## src/dcr_pkg.sv

```systemverilog
// ----------------------------------------------------------------------------
// DC removal package
// Shared sizes, status codes and controller/datapath handshake structs.
// ----------------------------------------------------------------------------
`timescale 1ns / 1ps
`default_nettype none

package dcr_pkg;

  localparam int MAX_SAMPLES  = 64;
  localparam int MAX_CHANNELS = 8;
  localparam int SAMPLE_BITS  = 24;

  localparam int CFG_BITS      = 4;
  localparam int ADDR_BITS     = $clog2(MAX_SAMPLES);
  localparam int CNT_BITS      = $clog2(MAX_SAMPLES + 1);
  localparam int CH_BITS       = (MAX_CHANNELS > 1) ? $clog2(MAX_CHANNELS) : 1;
  localparam int CHN_BITS      = $clog2(MAX_CHANNELS + 1);
  localparam int SUM_BITS      = SAMPLE_BITS + ADDR_BITS;
  localparam int MEAN_BITS     = SAMPLE_BITS + 1;
  localparam int DIFF_BITS     = SAMPLE_BITS + 2;
  localparam int DIV_STEP_BITS = $clog2(SUM_BITS);

  localparam logic [CFG_BITS-1:0] CH_COUNT_RESET = CFG_BITS'(2);

  localparam logic [1:0] ST_OK         = 2'd0;
  localparam logic [1:0] ST_MISALIGNED = 2'd1;
  localparam logic [1:0] ST_OVERFLOW   = 2'd2;

  typedef struct packed {
    logic take;
    logic clear;
    logic set_err;
    logic div_start;
    logic div_next;
    logic div_store;
    logic rd_start;
    logic rd_next;
    logic out_load;
  } dcr_cmd_t;

  typedef struct packed {
    logic misaligned;
    logic overflow;
    logic div_done;
    logic div_ch_last;
    logic emit_last;
  } dcr_stat_t;

endpackage

`default_nettype wire

```

## src/dcr_intf.sv

```systemverilog
// ----------------------------------------------------------------------------
// DC removal channel interfaces
// Valid/ready channels for samples, results and the channel count register.
// ----------------------------------------------------------------------------
`timescale 1ns / 1ps
`default_nettype none

interface dcr_in_if import dcr_pkg::*; ();
  logic                          valid;
  logic                          ready;
  logic signed [SAMPLE_BITS-1:0] sample;
  logic                          last;

  modport source (output valid, output sample, output last, input ready);
  modport sink   (input valid, input sample, input last, output ready);
endinterface

interface dcr_out_if import dcr_pkg::*; ();
  logic                          valid;
  logic                          ready;
  logic signed [SAMPLE_BITS-1:0] corrected;
  logic [1:0]                    status;
  logic                          end_of_run;

  modport source (output valid, output corrected, output status, output end_of_run,
                  input ready);
  modport sink   (input valid, input corrected, input status, input end_of_run,
                  output ready);
endinterface

interface dcr_cfg_if import dcr_pkg::*; ();
  logic                valid;
  logic                ready;
  logic [CFG_BITS-1:0] chan_count;

  modport source (output valid, output chan_count, input ready);
  modport sink   (input valid, input chan_count, output ready);
endinterface

`default_nettype wire

```

## src/dcr_divider.sv

```systemverilog
// ----------------------------------------------------------------------------
// DC removal mean divider
// Bit-serial restoring divider: signed channel sum over frame count,
// truncated toward zero, one quotient bit per cycle.
// ----------------------------------------------------------------------------
`timescale 1ns / 1ps
`default_nettype none

module dcr_divider import dcr_pkg::*; (
  input  wire logic                        clk,
  input  wire logic                        rst_n,
  input  wire logic                        start,
  input  wire logic signed [SUM_BITS-1:0]  dividend,
  input  wire logic [CNT_BITS-1:0]         divisor,
  output logic                             done,
  output logic signed [MEAN_BITS-1:0]      quotient
);

  logic                     busy_r;
  logic                     done_r;
  logic [DIV_STEP_BITS-1:0] step_r;
  logic [SUM_BITS-1:0]      mag_r;
  logic [CNT_BITS-1:0]      rem_r;
  logic                     neg_r;

  logic [SUM_BITS-1:0] abs_val;
  logic [CNT_BITS:0]   trial;
  logic [CNT_BITS:0]   trial_sub;
  logic                fits;
  logic [SUM_BITS-1:0] q_full;

  assign abs_val   = dividend[SUM_BITS-1] ? SUM_BITS'(-dividend) : SUM_BITS'(dividend);
  assign trial     = {rem_r, mag_r[SUM_BITS-1]};
  assign fits      = trial >= {1'b0, divisor};
  assign trial_sub = trial - {1'b0, divisor};
  assign q_full    = neg_r ? (~mag_r + SUM_BITS'(1)) : mag_r;
  assign quotient  = q_full[MEAN_BITS-1:0];
  assign done      = done_r;

  always_ff @(posedge clk) begin
    if (!rst_n) begin
      busy_r <= 1'b0;
      done_r <= 1'b0;
      step_r <= '0;
    end else begin
      done_r <= 1'b0;
      if (start) begin
        busy_r <= 1'b1;
        step_r <= DIV_STEP_BITS'(SUM_BITS - 1);
      end else if (busy_r) begin
        if (step_r == '0) begin
          busy_r <= 1'b0;
          done_r <= 1'b1;
        end else begin
          step_r <= step_r - DIV_STEP_BITS'(1);
        end
      end
    end
  end

  // The dividend magnitude shifts out at the top while quotient bits enter
  // at the bottom, so mag_r holds the quotient magnitude when done.
  always_ff @(posedge clk) begin
    if (start) begin
      mag_r <= abs_val;
      rem_r <= '0;
      neg_r <= dividend[SUM_BITS-1];
    end else if (busy_r) begin
      mag_r <= {mag_r[SUM_BITS-2:0], fits};
      rem_r <= fits ? trial_sub[CNT_BITS-1:0] : trial[CNT_BITS-1:0];
    end
  end

endmodule

`default_nettype wire

```

## src/dcr_datapath.sv

```systemverilog
// ----------------------------------------------------------------------------
// DC removal datapath
// Sample store, per-channel sums, frame counting, channel means and the
// saturating subtract that forms each result.
// ----------------------------------------------------------------------------
`timescale 1ns / 1ps
`default_nettype none

module dcr_datapath import dcr_pkg::*; (
  input  wire logic                          clk,
  input  wire logic                          rst_n,
  input  wire dcr_cmd_t                      cmd,
  output dcr_stat_t                          stat,
  input  wire logic                          cfg_we,
  input  wire logic [CFG_BITS-1:0]           cfg_data,
  input  wire logic signed [SAMPLE_BITS-1:0] in_sample,
  output logic signed [SAMPLE_BITS-1:0]      out_corrected,
  output logic [1:0]                         out_status,
  output logic                               out_end_of_run
);

  localparam logic signed [DIFF_BITS-1:0] SAT_HI = DIFF_BITS'((2 ** (SAMPLE_BITS - 1)) - 1);
  localparam logic signed [DIFF_BITS-1:0] SAT_LO = DIFF_BITS'(-(2 ** (SAMPLE_BITS - 1)));

  logic [CFG_BITS-1:0]           ch_count_r;
  logic signed [SUM_BITS-1:0]    sum_r [MAX_CHANNELS];
  logic [CNT_BITS-1:0]           count_r;
  logic [CNT_BITS-1:0]           frames_r;
  logic [CH_BITS-1:0]            cur_ch_r;
  logic                          ovf_r;
  logic [CH_BITS-1:0]            div_ch_r;
  logic signed [MEAN_BITS-1:0]   mean_r [MAX_CHANNELS];
  logic [ADDR_BITS-1:0]          emit_addr_r;
  logic [CH_BITS-1:0]            emit_ch_r;
  logic signed [SAMPLE_BITS-1:0] store_mem [MAX_SAMPLES];
  logic signed [SAMPLE_BITS-1:0] rd_data_r;
  logic signed [SAMPLE_BITS-1:0] corr_r;
  logic [1:0]                    status_r;
  logic                          eor_r;

  logic [CHN_BITS-1:0]          eff_ch;
  logic                         store_ok;
  logic                         cur_wrap;
  logic                         emit_wrap;
  logic [CH_BITS-1:0]           div_ch_nxt;
  logic [CH_BITS-1:0]           sum_idx;
  logic signed [SUM_BITS-1:0]   sum_sel;
  logic                         div_done;
  logic signed [MEAN_BITS-1:0]  div_q;
  logic                         rd_en;
  logic [ADDR_BITS-1:0]         rd_addr;
  logic signed [DIFF_BITS-1:0]  diff;
  logic signed [SAMPLE_BITS-1:0] sat_val;
  logic                         clear;

  // A channel count of zero acts as one, and anything above the lane count
  // acts as the lane count.
  always_comb begin
    priority if (ch_count_r == '0) begin
      eff_ch = CHN_BITS'(1);
    end else if (int'(ch_count_r) > MAX_CHANNELS) begin
      eff_ch = CHN_BITS'(MAX_CHANNELS);
    end else begin
      eff_ch = CHN_BITS'(ch_count_r);
    end
  end

  assign store_ok   = count_r < CNT_BITS'(MAX_SAMPLES);
  assign cur_wrap   = (CHN_BITS'(cur_ch_r) + CHN_BITS'(1)) >= eff_ch;
  assign emit_wrap  = (CHN_BITS'(emit_ch_r) + CHN_BITS'(1)) >= eff_ch;
  assign div_ch_nxt = cmd.div_start ? '0 : div_ch_r + CH_BITS'(1);
  assign sum_idx    = cmd.take ? cur_ch_r : div_ch_nxt;
  assign sum_sel    = sum_r[sum_idx];
  assign clear      = cmd.clear | cfg_we;
  assign rd_en      = cmd.rd_start | cmd.rd_next;
  assign rd_addr    = cmd.rd_start ? '0 : emit_addr_r + ADDR_BITS'(1);

  assign stat.misaligned  = cur_ch_r != '0;
  assign stat.overflow    = ovf_r;
  assign stat.div_done    = div_done;
  assign stat.div_ch_last = (CHN_BITS'(div_ch_r) + CHN_BITS'(1)) >= eff_ch;
  assign stat.emit_last   = (CNT_BITS'(emit_addr_r) + CNT_BITS'(1)) == count_r;

  dcr_divider u_divider (
    .clk      (clk),
    .rst_n    (rst_n),
    .start    (cmd.div_start | cmd.div_next),
    .dividend (sum_sel),
    .divisor  (frames_r),
    .done     (div_done),
    .quotient (div_q)
  );

  always_ff @(posedge clk) begin
    if (!rst_n) begin
      ch_count_r <= CH_COUNT_RESET;
      count_r    <= '0;
      frames_r   <= '0;
      cur_ch_r   <= '0;
      ovf_r      <= 1'b0;
      for (int i = 0; i < MAX_CHANNELS; i++) begin
        sum_r[i] <= '0;
      end
    end else if (clear) begin
      if (cfg_we) begin
        ch_count_r <= cfg_data;
      end
      count_r  <= '0;
      frames_r <= '0;
      cur_ch_r <= '0;
      ovf_r    <= 1'b0;
      for (int i = 0; i < MAX_CHANNELS; i++) begin
        sum_r[i] <= '0;
      end
    end else if (cmd.take) begin
      // Once the store is full, samples only advance the channel position and set the overflow flag.
      if (store_ok) begin
        count_r          <= count_r + CNT_BITS'(1);
        sum_r[cur_ch_r]  <= sum_sel + SUM_BITS'(in_sample);
        if (cur_wrap) begin
          frames_r <= frames_r + CNT_BITS'(1);
        end
      end else begin
        ovf_r <= 1'b1;
      end
      cur_ch_r <= cur_wrap ? '0 : cur_ch_r + CH_BITS'(1);
    end
  end

  always_ff @(posedge clk) begin
    if (!rst_n) begin
      div_ch_r    <= '0;
      emit_addr_r <= '0;
      emit_ch_r   <= '0;
    end else begin
      if (cmd.div_start || cmd.div_next) begin
        div_ch_r <= div_ch_nxt;
      end
      if (cmd.rd_start) begin
        emit_addr_r <= rd_addr;
        emit_ch_r   <= '0;
      end else if (cmd.rd_next) begin
        emit_addr_r <= rd_addr;
        emit_ch_r   <= emit_wrap ? '0 : emit_ch_r + CH_BITS'(1);
      end
    end
  end

  always_ff @(posedge clk) begin
    if (cmd.div_store) begin
      mean_r[div_ch_r] <= div_q;
    end
  end

  always_ff @(posedge clk) begin
    if (cmd.take && store_ok) begin
      store_mem[count_r[ADDR_BITS-1:0]] <= in_sample;
    end
    if (rd_en) begin
      rd_data_r <= store_mem[rd_addr];
    end
  end

  assign diff = DIFF_BITS'(rd_data_r) - DIFF_BITS'(mean_r[emit_ch_r]);

  always_comb begin
    priority if (diff > SAT_HI) begin
      sat_val = SAT_HI[SAMPLE_BITS-1:0];
    end else if (diff < SAT_LO) begin
      sat_val = SAT_LO[SAMPLE_BITS-1:0];
    end else begin
      sat_val = diff[SAMPLE_BITS-1:0];
    end
  end

  always_ff @(posedge clk) begin
    if (cmd.set_err) begin
      corr_r   <= '0;
      status_r <= stat.misaligned ? ST_MISALIGNED : ST_OVERFLOW;
      eor_r    <= 1'b1;
    end else if (cmd.out_load) begin
      corr_r   <= sat_val;
      status_r <= ST_OK;
      eor_r    <= stat.emit_last;
    end
  end

  assign out_corrected  = corr_r;
  assign out_status     = status_r;
  assign out_end_of_run = eor_r;

endmodule

`default_nettype wire

```

## src/dcr_ctrl.sv

```systemverilog
// ----------------------------------------------------------------------------
// DC removal controller
// Sequences loading, the buffer check, the mean divisions and emission.
// ----------------------------------------------------------------------------
`timescale 1ns / 1ps
`default_nettype none

module dcr_ctrl import dcr_pkg::*; (
  input  wire logic      clk,
  input  wire logic      rst_n,
  input  wire logic      in_valid,
  input  wire logic      in_last,
  output logic           in_ready,
  output logic           out_valid,
  input  wire logic      out_ready,
  input  wire dcr_stat_t stat,
  output dcr_cmd_t       cmd
);

  typedef enum logic [5:0] {
    S_LOAD  = 6'b000001,
    S_CHECK = 6'b000010,
    S_DIV   = 6'b000100,
    S_RD    = 6'b001000,
    S_EMIT  = 6'b010000,
    S_ERR   = 6'b100000
  } state_t;

  state_t state_r;
  state_t state_nxt;

  always_comb begin
    state_nxt = state_r;
    cmd       = '0;
    in_ready  = 1'b0;
    out_valid = 1'b0;
    unique case (state_r)
      S_LOAD: begin
        in_ready = 1'b1;
        if (in_valid) begin
          cmd.take = 1'b1;
          if (in_last) begin
            state_nxt = S_CHECK;
          end
        end
      end
      S_CHECK: begin
        if (stat.misaligned || stat.overflow) begin
          cmd.set_err = 1'b1;
          state_nxt   = S_ERR;
        end else begin
          cmd.div_start = 1'b1;
          state_nxt     = S_DIV;
        end
      end
      S_DIV: begin
        if (stat.div_done) begin
          cmd.div_store = 1'b1;
          if (stat.div_ch_last) begin
            cmd.rd_start = 1'b1;
            state_nxt    = S_RD;
          end else begin
            cmd.div_next = 1'b1;
          end
        end
      end
      S_RD: begin
        cmd.out_load = 1'b1;
        state_nxt    = S_EMIT;
      end
      S_EMIT: begin
        out_valid = 1'b1;
        if (out_ready) begin
          // The next store read is issued in the same cycle as the transfer.
          if (stat.emit_last) begin
            cmd.clear = 1'b1;
            state_nxt = S_LOAD;
          end else begin
            cmd.rd_next = 1'b1;
            state_nxt   = S_RD;
          end
        end
      end
      S_ERR: begin
        out_valid = 1'b1;
        if (out_ready) begin
          cmd.clear = 1'b1;
          state_nxt = S_LOAD;
        end
      end
      default: begin
        state_nxt = S_LOAD;
      end
    endcase
  end

  always_ff @(posedge clk) begin
    if (!rst_n) begin
      state_r <= S_LOAD;
    end else begin
      state_r <= state_nxt;
    end
  end

endmodule

`default_nettype wire

```

## src/frame_mean_dc_removal_unit.sv

```systemverilog
// ----------------------------------------------------------------------------
// Frame mean DC removal unit
// Removes the per-channel mean from one buffer of interleaved samples.
// ----------------------------------------------------------------------------
// Samples load at one per cycle until the transfer marked last, up to 64 are
// stored. A check state follows; a buffer that is not a whole number of
// frames, or that overran the store, yields a single error result. Otherwise
// each active channel's mean comes in turn from a bit-serial divider, and the
// stored samples then leave in order; each further store read is issued only
// once the previous result is taken, and each result uses the registered read
// data of the sample store. No sample is taken while a buffer is being
// processed or emitted. Writing the channel count abandons any partially loaded buffer.
`timescale 1ns / 1ps
`default_nettype none

module frame_mean_dc_removal_unit import dcr_pkg::*; (
  input  wire logic clk,
  input  wire logic rst_n,
  dcr_in_if.sink    in_bus,
  dcr_out_if.source out_bus,
  dcr_cfg_if.sink   cfg_bus
);

  dcr_cmd_t  cmd;
  dcr_stat_t stat;

  assign cfg_bus.ready = 1'b1;

  dcr_ctrl u_ctrl (
    .clk       (clk),
    .rst_n     (rst_n),
    .in_valid  (in_bus.valid),
    .in_last   (in_bus.last),
    .in_ready  (in_bus.ready),
    .out_valid (out_bus.valid),
    .out_ready (out_bus.ready),
    .stat      (stat),
    .cmd       (cmd)
  );

  dcr_datapath u_datapath (
    .clk            (clk),
    .rst_n          (rst_n),
    .cmd            (cmd),
    .stat           (stat),
    .cfg_we         (cfg_bus.valid),
    .cfg_data       (cfg_bus.chan_count),
    .in_sample      (in_bus.sample),
    .out_corrected  (out_bus.corrected),
    .out_status     (out_bus.status),
    .out_end_of_run (out_bus.end_of_run)
  );

`ifndef SYNTH
  // Loading and emission never overlap.
  a_no_overlap: assert property (@(posedge clk) disable iff (!rst_n)
    !(in_bus.ready && out_bus.valid))
    else $error("input ready while a result is offered");

  // An error result is always the sole, final result with zero data.
  a_err_result: assert property (@(posedge clk) disable iff (!rst_n)
    (out_bus.valid && out_bus.status != ST_OK) |->
      (out_bus.end_of_run && out_bus.corrected == '0))
    else $error("error result without end of run or with nonzero data");

  // The last sample of a buffer closes the input until the buffer is done.
  a_last_closes: assert property (@(posedge clk) disable iff (!rst_n)
    (in_bus.valid && in_bus.ready && in_bus.last) |=> !in_bus.ready)
    else $error("input still open after last sample");
`endif

endmodule

`default_nettype wire

```

## src/flat_wrapper.sv

```systemverilog
// flat-port wrapper written by rule: the top's interface ports become plain ports
module frame_mean_dc_removal_unit_flat import dcr_pkg::*;
  (clk, rst_n, in_bus_valid, in_bus_sample, in_bus_last, in_bus_ready, out_bus_valid, out_bus_corrected, out_bus_status, out_bus_end_of_run, out_bus_ready, cfg_bus_valid, cfg_bus_chan_count, cfg_bus_ready);
  dcr_in_if in_bus_i ();
  dcr_out_if out_bus_i ();
  dcr_cfg_if cfg_bus_i ();
  input  wire logic clk;
  input  wire logic rst_n;
  input wire logic [$bits(in_bus_i.valid)-1:0] in_bus_valid;
  input wire logic [$bits(in_bus_i.sample)-1:0] in_bus_sample;
  input wire logic [$bits(in_bus_i.last)-1:0] in_bus_last;
  output wire logic [$bits(in_bus_i.ready)-1:0] in_bus_ready;
  output wire logic [$bits(out_bus_i.valid)-1:0] out_bus_valid;
  output wire logic [$bits(out_bus_i.corrected)-1:0] out_bus_corrected;
  output wire logic [$bits(out_bus_i.status)-1:0] out_bus_status;
  output wire logic [$bits(out_bus_i.end_of_run)-1:0] out_bus_end_of_run;
  input wire logic [$bits(out_bus_i.ready)-1:0] out_bus_ready;
  input wire logic [$bits(cfg_bus_i.valid)-1:0] cfg_bus_valid;
  input wire logic [$bits(cfg_bus_i.chan_count)-1:0] cfg_bus_chan_count;
  output wire logic [$bits(cfg_bus_i.ready)-1:0] cfg_bus_ready;
  assign in_bus_i.valid = in_bus_valid;
  assign in_bus_i.sample = in_bus_sample;
  assign in_bus_i.last = in_bus_last;
  assign in_bus_ready = in_bus_i.ready;
  assign out_bus_valid = out_bus_i.valid;
  assign out_bus_corrected = out_bus_i.corrected;
  assign out_bus_status = out_bus_i.status;
  assign out_bus_end_of_run = out_bus_i.end_of_run;
  assign out_bus_i.ready = out_bus_ready;
  assign cfg_bus_i.valid = cfg_bus_valid;
  assign cfg_bus_i.chan_count = cfg_bus_chan_count;
  assign cfg_bus_ready = cfg_bus_i.ready;
  frame_mean_dc_removal_unit u_core (.clk(clk), .rst_n(rst_n), .in_bus(in_bus_i), .out_bus(out_bus_i), .cfg_bus(cfg_bus_i));
endmodule
```

## config.mk

```make
export PLATFORM = sky130hd
export DESIGN_NAME = frame_mean_dc_removal_unit_flat
export DESIGN_NICKNAME = d
export VERILOG_FILES = /design/src/dcr_pkg.sv /design/src/dcr_intf.sv /design/src/dcr_divider.sv /design/src/dcr_datapath.sv /design/src/dcr_ctrl.sv /design/src/frame_mean_dc_removal_unit.sv /design/src/flat_wrapper.sv
export SDC_FILE = /design/constraint.sdc
export NUM_CORES = 2
export LEC_CHECK = 0
export ABC_AREA = 1
export BUFFER_PORTS_ARGS = -buffer_cell sky130_fd_sc_hd__buf_2
export CORE_ASPECT_RATIO = 1.75
export CORE_MARGIN = 10
export CORE_UTILIZATION = 35
export DETAILED_ROUTE_END_ITERATION = 7
export HOLD_SLACK_MARGIN = 0.12
export SLEW_MARGIN = 20
export SYNTH_ARGS = -nofsm -noshare
export SYNTH_HDL_FRONTEND = slang
export SYNTH_SLANG_ARGS = --single-unit
```

## constraint.sdc

```tcl
create_clock -name clk -period 4.9 [get_ports clk]
set_clock_uncertainty 0.05 [all_clocks]
set_input_delay 0.98 -clock clk [delete_from_list [all_inputs] [get_ports clk]]
set_output_delay 0.98 -clock clk [all_outputs]
set_load 0.03 [all_outputs]
```

# Word level (Yosys, flattened, before mapping)
# Memories as Yosys holds them, arrays and structs flattened. A register that Yosys moved wholly into a read port is not among the register bits.
# Cells that the tools add are included.
# op_classes
n_addsub,16
magnitude_cmp,8
eq_ne,14
n_mux,80
bitwise,16
reduce_logical,22
# op_table
op,n
30-bit 2-to-1 mux,12
6-bit 2-to-1 mux,10
24-bit 2-to-1 mux,2
6-bit one-hot mux with 6 select lines,1
1-bit 2-to-1 mux,33
30-bit by 24-bit adder with 30-bit output,1
30-bit negation,1
30-bit OR reduction,1
3-bit 2-to-1 mux,9
"26-bit by 24-bit > comparator with 1-bit output, second input constant",1
"26-bit by 24-bit less-than comparator with 1-bit output, second input constant",1
24-bit by 25-bit subtractor with 26-bit output,1
"25-bit by 1-bit adder with 25-bit output, second input constant",1
25-bit 2-to-1 mux,1
25-bit NOT,1
5-bit 2-to-1 mux,3
"7-bit by 1-bit adder with 7-bit output, second input constant",2
"3-bit by 1-bit adder with 4-bit output, second input constant",3
4-bit greater-or-equal comparator,3
4-bit 2-to-1 mux,3
1-bit OR,11
"2-bit != test, second input constant",5
2-bit AND reduction,5
"3-bit by 1-bit adder with 3-bit output, second input constant",3
29 further kinds,42
# totals
register_bits,112
mem_bits_rw,1976
inputBits,34
output_inout_bits,30
word_cells,178
n_memories,3
# memory_table
memory,words,word_bits,rd,rd_clocked_by_memory_dff,wr,line,text
u_core.u_datapath.store_mem,64,24,1,1,1,dcr_datapath.sv:35,logic signed [SAMPLE_BITS-1:0] store_mem [MAX_SAMPLES];
u_core.u_datapath.sum_r,8,30,1,0,8,dcr_datapath.sv:26,logic signed [SUM_BITS-1:0] sum_r [MAX_CHANNELS];
u_core.u_datapath.mean_r,8,25,1,1,1,dcr_datapath.sv:32,logic signed [MEAN_BITS-1:0] mean_r [MAX_CHANNELS];

# Longest topological paths before layout
# depth
ltp_word,11
mapped_depth,32
ltp_nobuf,28

# By module
# A second synthesis with hierarchy kept.
# hier_totals
cells_unflattened,7462
hier_area_um2,90687.0
# modules_own_cells
module,instances,cells_per_inst,area_each_um2,seq_area_each_um2
dcr_datapath,1,6824,86450.4,61358.8
dcr_divider,1,564,3782.4,1211.2
dcr_ctrl,1,72,442.9,120.1
frame_mean_dc_removal_unit,1,2,11.3,0.0

# Worst setup path before layout
# Ideal clock, no wire load.
# synth_timing
kind,input to register
start,input port in_bus_valid
end,memory u_core.u_datapath.sum_r[0][28] (netlist name) (data pin)
setup_ps,272
arrival_ps,4377
required_time_ps,4578
slack_ps,201
path_stages,25
cell_sequence,nand2_8 inv_8 nand2_4 nand2_2 buf_6 buf_4 nand2_1 nand3_1 nand2_1 o21ai_2 ha_1 inv_1 fa_1 o21ai_0 a21boi_0 o21ai_0 nand3_1 nand3_1 nand2_1 nand2_1 a21oi_1 nor2_1 nor2_1 xor2_1 nor2_1
# synth_rtl
element,line,text
"start, declared",flat_wrapper.sv:9,input wire logic [$bits(in_bus_i.valid)-1:0] in_bus_valid;
"end, declared",dcr_datapath.sv:26,

==> metrics.yaml <==
antenna_found_initial: 11
cts_buffers: 187
hold_viol: 0
place_hpwl_um: 180800
worst-path-buf-inv: 6
synth_top_cell_by_area: "edfxtp_1"
drive_gt1_frac: 0.2135
yosysMostFrequentCell: "edfxtp_1"
core_mm2: 0.2587
ir_drop_mv: 0.2832
grt_max_degree: 200
p_seq_frac: 0.531
finalNonFillerCells: 11040
wl_per_cell_um: 25.76
track_usage: 0.1958
p_sw_frac: 0.2346
place_inst: 10710
drt-total-wl_um: 284400
first_pass_iters: 8
switchingPower_uw: 8855
drc_errors: 0
die_area_mm2: 0.2812
fin_crit_sh: 0.9447
synthTopCellsByCount: "2,033 x edfxtp_1, 970 x nand3_1, 729 x o211ai_1, 725 x or2_2, 615 x nor2_1"
cts.reportedPaths.clkPinSlew_ns: 0.06
synth_area_per_cell_um2: 12.46
drv_cap: 0
vias: 60680
report.final.setup_viol: 0
port_buffers: 62
period_minus_slack_ns: 4.629
cts.htree.levels: 4
die_h_um: 694.1
crit_path_max_incr_delay_ns: 0.38
vias_per_cell: 5.496
num_rows: 247
pwr-share-clk: 0.382
pin_count: 64
crit_slowest_cell: "buf_4"
cts_tree: "done"
path_delay_family: "simple AND/OR/NAND/NOR gates"
synth.top_cell.area_share: 0.6718
dp_slack_ns: -0.1748
syn_area_mm2: 0.09088
worst_hold_slack_ns: 0.3454
grt_pass1_wl_um: 412500
synth_cells: 7292
cp_data_required_time_ns: 5.41
outcome: "complete, no violations"
grt_overflow: 0
crit_arrival_ns: 5.14
syn-num-nets: 7413
synthFlopType: "edfxtp_1"
p_per_area_mw_per_mm2: 363.9
initial_core_util: 0.3513
cts_setup_buffers: 0
ys_types: 58
p_int_uw: 28890
end_kind: "register"
final_antenna_net_count: 0
nNetsFinal: 7657
worstPathMaxFanout: 25
path_class: "register to register"
syn2layout_area_growth_pct: 14.15
synth_area_leaders: "edfxtp_1 67%, o211ai_1 6.0%, nand3_1 5.3%, or2_2 5.0%, nor2_1 2.5%"
fin_ws_ns: 0.2710
cts_hold_buffers: 0
combinationalPowerShare: 0.086
p_leak_uw: 0.03570
worst_setup_path_start_kind: "register"
insertion_delay_ns: 0.85
slew_violations: 0
ys_seq_elements: 2115
fp.dieW_um: 405.2
fill_cells: 23750
cts_root_buf: "clkbuf_16"
relSlewSlack: 0.3222
synthArstFlopShare: 0
tightest_slew_ns: 1.013
clock_sinks: 2115
clockBufferDepth: 4
min_path_type: "input port to register"
synth_seq_area_share: 0.6898
place.gp.congestion: 0.9568
drt_iter0_drc: 5125
crit_path_frequent_cell: "nand2_1"
synth-edff-count: 2033
grt_pass1_vias: 60930
max_freq_mhz: 216.0
yosys_warnings: 0
-- per-stage QoR --
stage	power [uW]	util	setup TNS [ns]	instance area, um2
after floorplan	22020	-	0	90880
after global placement	23610	0.3781	-4.474	97800
after detailed placement	23650	0.3781	-4.653	97800
after CTS	37930	0.4004	0	103600
after global routing	38890	0.4010	-0.2404	103700
final	37750	0.4010	0	103700
-- registers in the layout, indices dropped and copies added, names as in the netlist, 3 cells and up, named ones only --
| register | count |
|---|---|
| u_core.u_ctrl.state_r | 6 |
| u_core.u_datapath.ch_count_r | 4 |
| u_core.u_datapath.count_r | 7 |
| u_core.u_datapath.cur_ch_r | 3 |
| u_core.u_datapath.div_ch_r | 3 |
| u_core.u_datapath.emit_addr_r | 6 |
| u_core.u_datapath.emit_ch_r | 3 |
| u_core.u_datapath.frames_r | 7 |
| u_core.u_datapath.mean_r | 200 |
| u_core.u_datapath.out_corrected | 24 |
| u_core.u_datapath.rd_data_r | 24 |
| u_core.u_datapath.store_mem | 1536 |
| u_core.u_datapath.sum_r | 240 |
| u_core.u_datapath.u_divider.mag_r | 30 |
| u_core.u_datapath.u_divider.rem_r | 7 |
| u_core.u_datapath.u_divider.step_r | 5 |
-- layer usage --
| layer | up-vias | track usage | routed length, um | part of all wire |
|---|---|---|---|---|
| met5 | - | 0 | 26 | 0.000091 |
| met4 | 4 | 0.1310 | 21920 | 0.077 |
| met3 | 644 | 0.02177 | 13980 | 0.049 |
| met2 | 2061 | 0.3550 | 147800 | 0.52 |
| met1 | 30580 | 0.2137 | 100700 | 0.35 |
| li1 | 27400 | - | - | - |
-- worst min-delay path: stages --
cell,delay [ns]
buf_2,0.08
nand2_1,0.06
nand3_1,0.08
-- timing repair --
item                       4_1_cts  5_1_grt
gates resized for setup          2       32
setup endpoints to repair       22      126
gates cloned                     0        1
pin swaps                        0        2
-- worst paths after layout --
path	start	endpoint	slack (ns)	depth (start not counted)
worst max-delay path	u_core.u_datapath.cur_ch_r[1]	u_core.u_datapath.sum_r[2][27]	0.27	27
worst max register to register	u_core.u_datapath.cur_ch_r[1]	u_core.u_datapath.sum_r[2][27]	0.27	27
worst min-delay path	cfg_bus_chan_count[1]	u_core.u_datapath.ch_count_r[1]	0.35	3
worst min register to register	u_core.u_datapath.out_corrected[23]	u_core.u_datapath.out_corrected[23]	0.44	2
-- final cells by class --
cell class,instances,area [um2],area share
Inverter,213,835.8,0.008057
Tap cell,3361,4205,0.04054
Multi-Input combinational cell,4483,25710,0.2478
Clock inverter,93,838.3,0.008081
Antenna cell,3,7.507,0.00007237
Sequential cell,2115,62690,0.6043
Timing Repair Buffer,536,4517,0.04354
Clock buffer,237,4931,0.04753
-- cell families after synthesis --
| kind of cell | Yosys count | share of synthesized area |
|---|---|---|
| other | 1 | 0.00004127 |
| xor gates and xnor gates | 102 | 0.009830 |
| DFF | 2115 | 0.6898 |
| adders and majority gates | 87 | 0.01223 |
| and+or+nand+nor | 3013 | 0.1613 |
| buffers and inverters | 694 | 0.03132 |
| AOI/OAI and AO/OA | 1280 | 0.09544 |
-- placed cells by master (no fill, tap or decap), drive strengths merged, types with 67 or more instances in the layout --
cell type / netlist / routed
nor2: 622 / 622
clkbuf: 370 / 238
xor2: 67 / 67
a21oi: 150 / 150
inv: 210 / 215
clkinv: 3 / 73
or2: 727 / 727
buf: 111 / 535
dfxtp: 82 / 82
o211ai: 729 / 729
edfxtp: 2033 / 2033
nand2: 610 / 610
nand3: 972 / 972
o21ai: 264 / 264
ha: 84 / 84
-- power by group through the flow --
stage          combinational (uW)  clock [uW]  sequential [uW]
4_1_cts                      3220       14700            20100
5_1_grt                      3530       15300            20100
3_3_place_gp                 3170           0            20400
2_1_floorplan                1600           0            20400
6_report                     3260       14400            20100
3_5_place_dp                 3200           0            20400
(Power assumes the default switching activity.)
